==> src/max_heading_change_finder_unit_defines.svh <==
// Assertion helpers shared by the heading change finder RTL.
// Both sample on clk_i and are switched off while rst_ni is low.
`ifndef MAX_HEADING_CHANGE_FINDER_UNIT_DEFINES_SVH
`define MAX_HEADING_CHANGE_FINDER_UNIT_DEFINES_SVH

// Same-cycle implication.
`define MHCF_ASSERT_NOW(lbl, ante, cons, msg) \
  lbl: assert property (@(posedge clk_i) disable iff (!rst_ni) (ante) |-> (cons)) \
    else $error(msg);

// Next-cycle implication.
`define MHCF_ASSERT_NEXT(lbl, ante, cons, msg) \
  lbl: assert property (@(posedge clk_i) disable iff (!rst_ni) (ante) |=> (cons)) \
    else $error(msg);

`endif

==> src/mhcf_pkg.sv <==
package mhcf_pkg;

  // Trajectory limits and angle resolution
  localparam int unsigned MAX_POINTS = 4096;
  localparam int unsigned ANGLE_BITS = 16;

  localparam int unsigned CNT_W = $clog2(MAX_POINTS + 1);
  localparam int unsigned IDX_W = $clog2(MAX_POINTS);

  // Coordinate difference, prescale and CORDIC word (headroom for the gain)
  localparam int unsigned COORD_W = 32;
  localparam int unsigned DIFF_W = COORD_W + 1;
  localparam int unsigned PRESCALE = 16;
  localparam int unsigned CORDIC_W = DIFF_W + PRESCALE + 3;

  localparam int unsigned N_ITER = (ANGLE_BITS < 24) ? ANGLE_BITS : 24;
  localparam int unsigned ITER_W = $clog2(N_ITER);

  // Output field widths
  localparam int unsigned TURN_W = 16;
  localparam int unsigned AT_W = 12;

  // Turn rescaling to pi/32768 units
  localparam int unsigned TURN_SHL = (ANGLE_BITS < TURN_W) ? TURN_W - ANGLE_BITS : 0;
  localparam int unsigned TURN_SHR = (ANGLE_BITS > TURN_W) ? ANGLE_BITS - TURN_W : 0;
  localparam int unsigned SCALE_W = ANGLE_BITS + TURN_SHL;

  localparam logic [31:0] HALF_TURN_Z = 32'h8000_0000;
  localparam logic [31:0] ROUND_ADD = 32'd1 << (31 - ANGLE_BITS);
  localparam logic [ANGLE_BITS-1:0] HALF_HEAD = ANGLE_BITS'(1) << (ANGLE_BITS - 1);

  typedef enum logic [1:0] {
    S_IDLE,
    S_PREP,
    S_ROT,
    S_UPD
  } ctrl_state_e;

  typedef struct packed {
    logic load;    // take a request, form the coordinate differences
    logic prep;    // fold into the right half plane, seed the CORDIC
    logic rot;     // one CORDIC micro-rotation
    logic update;  // heading, turn, best tracking, result
  } dp_cmd_t;

  typedef struct packed {
    logic iter_last;
    logic last;
    logic out_busy;
  } dp_stat_t;

  // atan(2^-i) in units of 2^-32 turn
  function automatic logic [31:0] atan_entry(input logic [4:0] idx);
    logic [31:0] v;
    case (idx)
      5'd0:  v = 32'h2000_0000;
      5'd1:  v = 32'h12E4_051E;
      5'd2:  v = 32'h09FB_385B;
      5'd3:  v = 32'h0511_11D4;
      5'd4:  v = 32'h028B_0D43;
      5'd5:  v = 32'h0145_D7E1;
      5'd6:  v = 32'h00A2_F61E;
      5'd7:  v = 32'h0051_7C55;
      5'd8:  v = 32'h0028_BE53;
      5'd9:  v = 32'h0014_5F2F;
      5'd10: v = 32'h000A_2F98;
      5'd11: v = 32'h0005_17CC;
      5'd12: v = 32'h0002_8BE6;
      5'd13: v = 32'h0001_45F3;
      5'd14: v = 32'h0000_A2FA;
      5'd15: v = 32'h0000_517D;
      5'd16: v = 32'h0000_28BE;
      5'd17: v = 32'h0000_145F;
      5'd18: v = 32'h0000_0A30;
      5'd19: v = 32'h0000_0518;
      5'd20: v = 32'h0000_028C;
      5'd21: v = 32'h0000_0146;
      5'd22: v = 32'h0000_00A3;
      5'd23: v = 32'h0000_0051;
      default: v = 32'h0000_0000;
    endcase
    return v;
  endfunction

endpackage

==> src/mhcf_datapath.sv <==
module mhcf_datapath (
  input  logic                               clk_i,
  input  logic                               rst_ni,
  input  mhcf_pkg::dp_cmd_t                  cmd_i,
  output mhcf_pkg::dp_stat_t                 stat_o,
  input  logic signed [mhcf_pkg::COORD_W-1:0] x_pos_i,
  input  logic signed [mhcf_pkg::COORD_W-1:0] y_pos_i,
  input  logic                               last_point_i,
  output logic                               out_valid_o,
  input  logic                               out_stall_i,
  output logic [mhcf_pkg::TURN_W-1:0]        max_turn_o,
  output logic [mhcf_pkg::AT_W-1:0]          max_at_o,
  output logic                               too_few_points_o
);
  import mhcf_pkg::*;

  logic signed [COORD_W-1:0]  prev_x_q, prev_x_d, prev_y_q, prev_y_d;
  logic [ANGLE_BITS-1:0]      prev_head_q, prev_head_d;
  logic [CNT_W-1:0]           cnt_q, cnt_d;
  logic [TURN_W-1:0]          best_turn_q, best_turn_d;
  logic [IDX_W-1:0]           best_idx_q, best_idx_d;

  logic signed [DIFF_W-1:0]   dx_q, dy_q;
  logic                       last_q;
  logic signed [CORDIC_W-1:0] cx_q, cy_q;
  logic [31:0]                cz_q;
  logic                       zero_q;
  logic [ITER_W-1:0]          iter_q;
  logic                       out_valid_q;

  // Fold into the right half plane
  logic                       neg;
  logic signed [DIFF_W-1:0]   ax, ay;
  // CORDIC step
  logic signed [CORDIC_W-1:0] xs, ys;
  logic [31:0]                tab;
  // Update
  logic [31:0]                z_rnd;
  logic [ANGLE_BITS-1:0]      head, diff, diff_abs;
  logic [SCALE_W-1:0]         diff_sc;
  logic [TURN_W-1:0]          turn;
  logic                       has_prev, has_two, better;
  logic [TURN_W-1:0]          nb_turn;
  logic [IDX_W-1:0]           nb_idx;
  logic [CNT_W-1:0]           cnt_inc;

  assign neg = dx_q[DIFF_W-1];
  assign ax  = neg ? -dx_q : dx_q;
  assign ay  = neg ? -dy_q : dy_q;

  assign xs  = cx_q >>> iter_q;
  assign ys  = cy_q >>> iter_q;
  assign tab = atan_entry(5'(iter_q));

  assign z_rnd    = cz_q + ROUND_ADD;
  assign head     = zero_q ? '0 : z_rnd[31 -: ANGLE_BITS];
  assign diff     = head - prev_head_q;
  assign diff_abs = (diff > HALF_HEAD) ? (~diff + ANGLE_BITS'(1)) : diff;
  assign diff_sc  = SCALE_W'(diff_abs) << TURN_SHL;
  assign turn     = TURN_W'(diff_sc >> TURN_SHR);

  assign has_prev = (cnt_q != '0);
  assign has_two  = (cnt_q >= CNT_W'(2));
  assign better   = has_two && (turn > best_turn_q);
  assign nb_turn  = better ? turn : best_turn_q;
  assign nb_idx   = better ? IDX_W'(cnt_q - CNT_W'(2)) : best_idx_q;
  assign cnt_inc  = (cnt_q < CNT_W'(MAX_POINTS)) ? cnt_q + CNT_W'(1) : cnt_q;

  always_comb begin
    prev_x_d    = prev_x_q;
    prev_y_d    = prev_y_q;
    prev_head_d = prev_head_q;
    cnt_d       = cnt_q;
    best_turn_d = best_turn_q;
    best_idx_d  = best_idx_q;
    if (cmd_i.load) begin
      prev_x_d = x_pos_i;
      prev_y_d = y_pos_i;
    end
    if (cmd_i.update) begin
      if (last_q) begin
        // Trajectory done: clear for the next one
        prev_x_d    = '0;
        prev_y_d    = '0;
        prev_head_d = '0;
        cnt_d       = '0;
        best_turn_d = '0;
        best_idx_d  = '0;
      end else begin
        if (has_prev) begin
          prev_head_d = head;
        end
        cnt_d       = cnt_inc;
        best_turn_d = nb_turn;
        best_idx_d  = nb_idx;
      end
    end
  end

  always_ff @(posedge clk_i or negedge rst_ni) begin
    if (!rst_ni) begin
      prev_x_q    <= '0;
      prev_y_q    <= '0;
      prev_head_q <= '0;
      cnt_q       <= '0;
      best_turn_q <= '0;
      best_idx_q  <= '0;
      out_valid_q <= 1'b0;
    end else begin
      prev_x_q    <= prev_x_d;
      prev_y_q    <= prev_y_d;
      prev_head_q <= prev_head_d;
      cnt_q       <= cnt_d;
      best_turn_q <= best_turn_d;
      best_idx_q  <= best_idx_d;
      if (cmd_i.update && last_q) begin
        out_valid_q <= 1'b1;
      end else if (!out_stall_i) begin
        out_valid_q <= 1'b0;
      end
    end
  end

  always_ff @(posedge clk_i) begin
    if (cmd_i.load) begin
      dx_q   <= DIFF_W'(x_pos_i) - DIFF_W'(prev_x_q);
      dy_q   <= DIFF_W'(y_pos_i) - DIFF_W'(prev_y_q);
      last_q <= last_point_i;
    end
    if (cmd_i.prep) begin
      cx_q   <= {{(CORDIC_W-DIFF_W-PRESCALE){ax[DIFF_W-1]}}, ax, {PRESCALE{1'b0}}};
      cy_q   <= {{(CORDIC_W-DIFF_W-PRESCALE){ay[DIFF_W-1]}}, ay, {PRESCALE{1'b0}}};
      cz_q   <= neg ? HALF_TURN_Z : 32'h0;
      zero_q <= (dx_q == '0) && (dy_q == '0);
      iter_q <= '0;
    end
    if (cmd_i.rot) begin
      if (!cy_q[CORDIC_W-1]) begin
        cx_q <= cx_q + ys;
        cy_q <= cy_q - xs;
        cz_q <= cz_q + tab;
      end else begin
        cx_q <= cx_q - ys;
        cy_q <= cy_q + xs;
        cz_q <= cz_q - tab;
      end
      iter_q <= iter_q + ITER_W'(1);
    end
    if (cmd_i.update && last_q) begin
      if (cnt_inc < CNT_W'(3)) begin
        max_turn_o       <= '0;
        max_at_o         <= '0;
        too_few_points_o <= 1'b1;
      end else begin
        max_turn_o       <= nb_turn;
        max_at_o         <= AT_W'(nb_idx);
        too_few_points_o <= 1'b0;
      end
    end
  end

  assign out_valid_o      = out_valid_q;
  assign stat_o.iter_last = (iter_q == ITER_W'(N_ITER - 1));
  assign stat_o.last      = last_q;
  assign stat_o.out_busy  = out_valid_q && out_stall_i;

endmodule

==> src/mhcf_ctrl.sv <==
`include "max_heading_change_finder_unit_defines.svh"

module mhcf_ctrl (
  input  logic                clk_i,
  input  logic                rst_ni,
  input  logic                in_valid_i,
  output logic                in_stall_o,
  output mhcf_pkg::dp_cmd_t   cmd_o,
  input  mhcf_pkg::dp_stat_t  stat_i
);
  import mhcf_pkg::*;

  ctrl_state_e state_q, state_d;

  always_ff @(posedge clk_i or negedge rst_ni) begin
    if (!rst_ni) begin
      state_q <= S_IDLE;
    end else begin
      state_q <= state_d;
    end
  end

  always_comb begin
    state_d    = state_q;
    cmd_o      = '0;
    in_stall_o = 1'b1;
    case (state_q)
      S_IDLE: begin
        in_stall_o = 1'b0;
        if (in_valid_i) begin
          cmd_o.load = 1'b1;
          state_d    = S_PREP;
        end
      end
      S_PREP: begin
        cmd_o.prep = 1'b1;
        state_d    = S_ROT;
      end
      S_ROT: begin
        cmd_o.rot = 1'b1;
        if (stat_i.iter_last) begin
          state_d = S_UPD;
        end
      end
      S_UPD: begin
        // Hold a final point until the result register is free
        if (!(stat_i.last && stat_i.out_busy)) begin
          cmd_o.update = 1'b1;
          state_d      = S_IDLE;
        end
      end
      default: begin
        state_d = S_IDLE;
      end
    endcase
  end

  `MHCF_ASSERT_NOW(a_no_result_overwrite, cmd_o.update && stat_i.last, !stat_i.out_busy, "result overwritten while stalled")
  `MHCF_ASSERT_NEXT(a_accept_starts_prep, in_valid_i && !in_stall_o, state_q == S_PREP, "accepted request did not start")
  `MHCF_ASSERT_NEXT(a_rot_ends_in_update, cmd_o.rot && stat_i.iter_last, state_q == S_UPD, "rotation count overran")

endmodule

==> src/max_heading_change_finder_unit.sv <==
// Largest heading change along a trajectory.
// Input channel: one request per point (x_pos_i, y_pos_i, last_point_i),
// taken at a clock edge with in_valid_i high and in_stall_o low.
// Output channel: one result (max_turn_o, max_at_o, too_few_points_o) per
// trajectory, presented with the request flagged last_point_i; it is taken at
// an edge with out_valid_o high and out_stall_i low.
// Each point is taken, its segment is folded into the right half plane,
// 16 CORDIC micro-rotations run on one shared add/shift unit (ANGLE_BITS
// of them), and an update step rounds the heading, rates the turn and
// tracks the best window. A point is taken only when the one before it
// has finished its update step, which loads the result for a final point.
// While a result waits under out_stall_i, further points are still taken;
// only the next final point holds in its update step until the output
// register frees up. Reset clears the trajectory state and the output valid;
// the block takes a request in the first cycle after reset.
module max_heading_change_finder_unit (
  input  logic                               clk_i,
  input  logic                               rst_ni,
  input  logic                               in_valid_i,
  output logic                               in_stall_o,
  input  logic signed [mhcf_pkg::COORD_W-1:0] x_pos_i,
  input  logic signed [mhcf_pkg::COORD_W-1:0] y_pos_i,
  input  logic                               last_point_i,
  output logic                               out_valid_o,
  input  logic                               out_stall_i,
  output logic [mhcf_pkg::TURN_W-1:0]        max_turn_o,
  output logic [mhcf_pkg::AT_W-1:0]          max_at_o,
  output logic                               too_few_points_o
);
  import mhcf_pkg::*;

  dp_cmd_t  cmd;
  dp_stat_t stat;

  // Sequence the point: take, fold, rotate, update
  mhcf_ctrl u_ctrl (
    .clk_i      (clk_i),
    .rst_ni     (rst_ni),
    .in_valid_i (in_valid_i),
    .in_stall_o (in_stall_o),
    .cmd_o      (cmd),
    .stat_i     (stat)
  );

  // Coordinate state, CORDIC unit, best tracking and result register
  mhcf_datapath u_datapath (
    .clk_i            (clk_i),
    .rst_ni           (rst_ni),
    .cmd_i            (cmd),
    .stat_o           (stat),
    .x_pos_i          (x_pos_i),
    .y_pos_i          (y_pos_i),
    .last_point_i     (last_point_i),
    .out_valid_o      (out_valid_o),
    .out_stall_i      (out_stall_i),
    .max_turn_o       (max_turn_o),
    .max_at_o         (max_at_o),
    .too_few_points_o (too_few_points_o)
  );

endmodule

==> config.mk <==
export PLATFORM = sky130hd
export DESIGN_NAME = max_heading_change_finder_unit
export DESIGN_NICKNAME = d
export VERILOG_FILES = /design/src/mhcf_pkg.sv /design/src/mhcf_datapath.sv /design/src/mhcf_ctrl.sv /design/src/max_heading_change_finder_unit.sv
export VERILOG_INCLUDE_DIRS = /design/src /design/src/src
export SDC_FILE = /design/constraint.sdc
export NUM_CORES = 2
export LEC_CHECK = 0
export ABC_AREA = 1
export ABC_CLOCK_PERIOD_IN_PS = 5500
export BUFFER_PORTS_ARGS = -buffer_cell sky130_fd_sc_hd__buf_2
export CAP_MARGIN = 10
export CORE_MARGIN = 2
export CORE_UTILIZATION = 65
export DETAILED_ROUTE_END_ITERATION = 16
export PLACE_DENSITY_LB_ADDON = 0.08
export SYNTH_ARGS = -nofsm -noshare
export SYNTH_HDL_FRONTEND = slang
export SYNTH_HIERARCHICAL = 1
export SYNTH_SLANG_ARGS = --single-unit
export TNS_END_PERCENT = 30
==> constraint.sdc <==
create_clock -name clk_i -period 5.5 [get_ports clk_i]
set_input_delay 0.55 -clock clk_i [delete_from_list [all_inputs] [get_ports clk_i]]
set_output_delay 0.55 -clock clk_i [all_outputs]
set_load 0.01 [all_outputs]
==> impl.org <==
** GRT
- The first global-routing pass estimated 205.3 mm of wire.
- Number of global-route vias before repair :: 38810
- Global-route congestion overflow total :: 0
- Total routing resource utilization after global routing :: 0.4043
- Antenna violations before repair :: 7
- Maximum number of pins on one net before global-route repair :: 110

** Yosys
- The share of the Yosys chip area taken by registers is 0.2733.
- Synth Net Count :: 6387
- Post-synthesis area per instance :: 6.535 µm²
- Top_reg_cell synth :: edfxtp_1
- Counting flops with a built-in enable in the synthesized netlist gives 237.
- The synthesized design contains 391 register bits.
- Number of distinct library cells after synthesis :: 66
- Warnings, synthesis :: 6
- After synthesis, the share of flip-flops with an asynchronous set or reset is 0.3171.
- Instance count of the mapped netlist :: 6058
- After synthesis the cells add up to 39590 µm².

** Worst setup path
- CP delay by family, top :: simple AND/OR/NAND/NOR gates
- R2R setup slack :: 0.19 ns
- Among the stages of the critical path, the cell type that occurs most often is nand2_2.
- Number of buffer and inverter stages on the critical path :: 8
- Type of destination of the critical path :: register
- In this run the worst path has a maximum fanout of 8.
- Nature of the critical path startpoint :: register
- Critical Path RT :: 6.04 ns
- Worst stage delay on the critical path :: 0.37 ns
- The largest individual stage delay along the critical path comes from the cell ha_2.
- Data on the critical path arrives at its endpoint at 5.84 ns.
- The worst setup path is of the register to register kind.

** Routing
- Detailed-route vias per instance :: 6.144
- Number of antenna-violating nets in the routed design :: 0
- First-pass DRT Iterations :: 9
- Post-detailed-route DRC marker count :: 0
- Via count :: 42720
- After the first detailed-routing iteration, the DRC count stood at 5902.
- After detailed routing, the average wire length per cell comes to 18.86 µm.
- The final layout contains routed wiring with a total length of 131.2 mm.

** CTS
- Latest clock arrival within the worst-skew pair :: 0.62 ns
- TritonCTS clock tree :: built
- In this run the clock root is driven by a clkbuf_16.
- Buffers inserted during clock tree synthesis total 48.
- Clock-pin slew was measured on the worst setup and hold paths at 0.06 ns.
- Number of buffers between clock root and the deepest sink :: 3
- Total number of H-tree levels :: 2
- The tree built by TritonCTS fans out to 391 sinks.
- Hold-fix buffers, CTS :: 0

** Placed design
- The count of buffers added on input and output ports is 99.
- The congestion estimate from routability-driven global placement came to 1.057.
- The HPWL after detailed placement is 99.68 mm.

** Floorplanning
- The floorplan step defined a die boundary enclosing 62900 µm².
- In this run the standard cell core region covers 60250 µm².
- The floorplan has 90 rows.
- In this run the count of I/O pins placed on the die edge is 100.
- For this configuration, the core starts out at a cell density of 0.6572.
- The die is 250.8 µm tall.
- Die extent in x :: 250.8 µm

** Timing
- Worst slew margin :: 0.1691
- At the pin with the least slew margin, the transition time is 1.245 ns.
- Fraction of the cycle the final worst path needs :: 0.9646
- The final-report hold violation count is 0.
- Hold timing on the final database bottoms out at a slack of 0.03570 ns.
- Derived from the worst setup path, the maximum achievable clock frequency is 188.5 MHz.
- Setup repair after global routing missed its margin :: true
- Clock tree skew after final layout :: 0.02173 ns
- Max Transition Viols Final :: 0
- Setup violations, final :: 0
- Time the final worst path needs with I/O delays and setup :: 5.305 ns

** Job
- Max cap viols :: 0

** Worst hold path
- The min-delay analysis places its worst path in the category primary input to async pin.

** Cells and area
- Final layout net count :: 6458
- From synthesis to final layout, the design area changed by 9.235%.
- Ratio of cells with drive above 1 in the final layout :: 0.08040

** Status
- Run status :: finished clean
-- Yosys cell counts (29+ instances only) --
cell type	instances	area, µm²
nor3_1	90	450.4
nand2_1	1382	5187
edfxtp_1	237	7117
xor2_1	155	1358
buf_1	29	108.9
ha_1	254	3178
dfrtp_1	124	3103
a21oi_1	498	2492
dfxtp_1	30	600.6
inv_1	773	2902
buf_2	53	265.3
o21ai_0	446	2232
xnor2_1	57	499.2
nand4_1	67	419.2
a31oi_1	56	350.3
nand3_1	666	3333
clkbuf_1	74	277.8
nand2_2	35	219.0
o21ai_1	38	190.2
o21a_1	31	232.7
nor2_1	616	2312
o22ai_1	30	187.7
-- cell families after synthesis --
logic type      Yosys count  share of synthesized area
flops                   391                     0.2733
compound gates         1263                     0.1765
fa+ha+maj               260                    0.08331
buf+inv                 972                    0.09816
simple gates           2957                     0.3207
xor+xnor                214                    0.04772
mux                       1                  0.0002528
-- routing by layer --
metal	vias up	global-route usage	routed length, µm
li1	20470	-	-
met3	340	0.07113	14880
met4	4	0.1340	4726
met1	19380	0.5825	55630
met2	2530	0.6146	55900
met5	-	0	23
-- worst register-to-register path, delay by kind of cell, from the launching register on --
| family | cells | cell delay, ns |
|---|---|---|
| simple gates | 21 | 2.27 |
| flops | 1 | 0.36 |
| compound gates | 7 | 1.25 |
| buf+inv | 8 | 0.71 |
| fa+ha+maj | 2 | 0.63 |
-- metrics by stage --
step | instance area (µm²) | std cells | setup slack (ns) | util | setup TNS [ns]
5_1_grt | 43240 | 6952 | -0.1457 | 0.7178 | -3.023
4_1_cts | 42710 | 6938 | 0.08796 | 0.7089 | 0
3_5_place_dp | 41040 | 6848 | 0.1529 | 0.6813 | 0
2_1_floorplan | 39590 | 6058 | 0.5404 | - | 0
3_3_place_gp | 41040 | 6848 | 0.2207 | 0.6813 | 0
6_report | 43250 | 6953 | 0.1947 | 0.7178 | 0
-- timing repair --
| item | CTS | global route |
|---|---|---|
| gates resized for setup | 0 | 122 |
| endpoints found under the setup margin | 0 | 85 |
| setup buffers | 0 | 10 |
-- placed cells by master, fill, tap and decap left out, types with 98 or more instances in the layout --
master       n
a21oi_1    494
buf_2       98
dfrtp_1    124
edfxtp_1   237
ha_1       246
inv_1      765
nand2_1   1363
nand3_1    656
nor2_1     604
o21ai_0    421
xor2_1     154
-- final timing paths --
check / start / to / cells after the start
min reg2reg: u_datapath/best_turn_q[15] / u_datapath/best_turn_q[15] / 2
max: u_datapath/cz_q[15] / u_datapath/best_idx_q[9] / 38
max reg2reg: u_datapath/cz_q[15] / u_datapath/best_idx_q[9] / 38
max in group asynchronous: rst_ni / u_datapath/prev_head_q[12] / 2
min: rst_ni / u_datapath/prev_y_q[14] / 1
min in group clk_i: last_point_i / u_datapath/last_q / 1
-- layout make-up --
class / instances / area [µm²]
repair buffers: 206 / 1530
clock inverters: 29 / 352.8
clock buffers: 61 / 1314
multi-input cells: 4695 / 25280
fillers: 5074 / 17000
inverters: 787 / 2968
flip-flops and latches: 391 / 10820
diodes: 2 / 5.005
well taps: 782 / 978.4
-- flip-flops by register name, summed over array words and instances (netlist names), 13 cells and up --
register / cells
u_datapath/cx_q: 52
u_datapath/cy_q: 52
u_datapath/dx_q: 33
u_datapath/dy_q: 33
u_datapath/cz_q: 32
u_datapath/prev_x_q: 32
u_datapath/prev_y_q: 32
u_datapath/tab: 30
u_datapath/best_turn_q: 16
u_datapath/max_turn_o: 16
u_datapath/prev_head_q: 16
u_datapath/cnt_q: 13
Power is not shown: default switching activity piles up to over one toggle a cycle in this logic, so the estimate is an artifact.
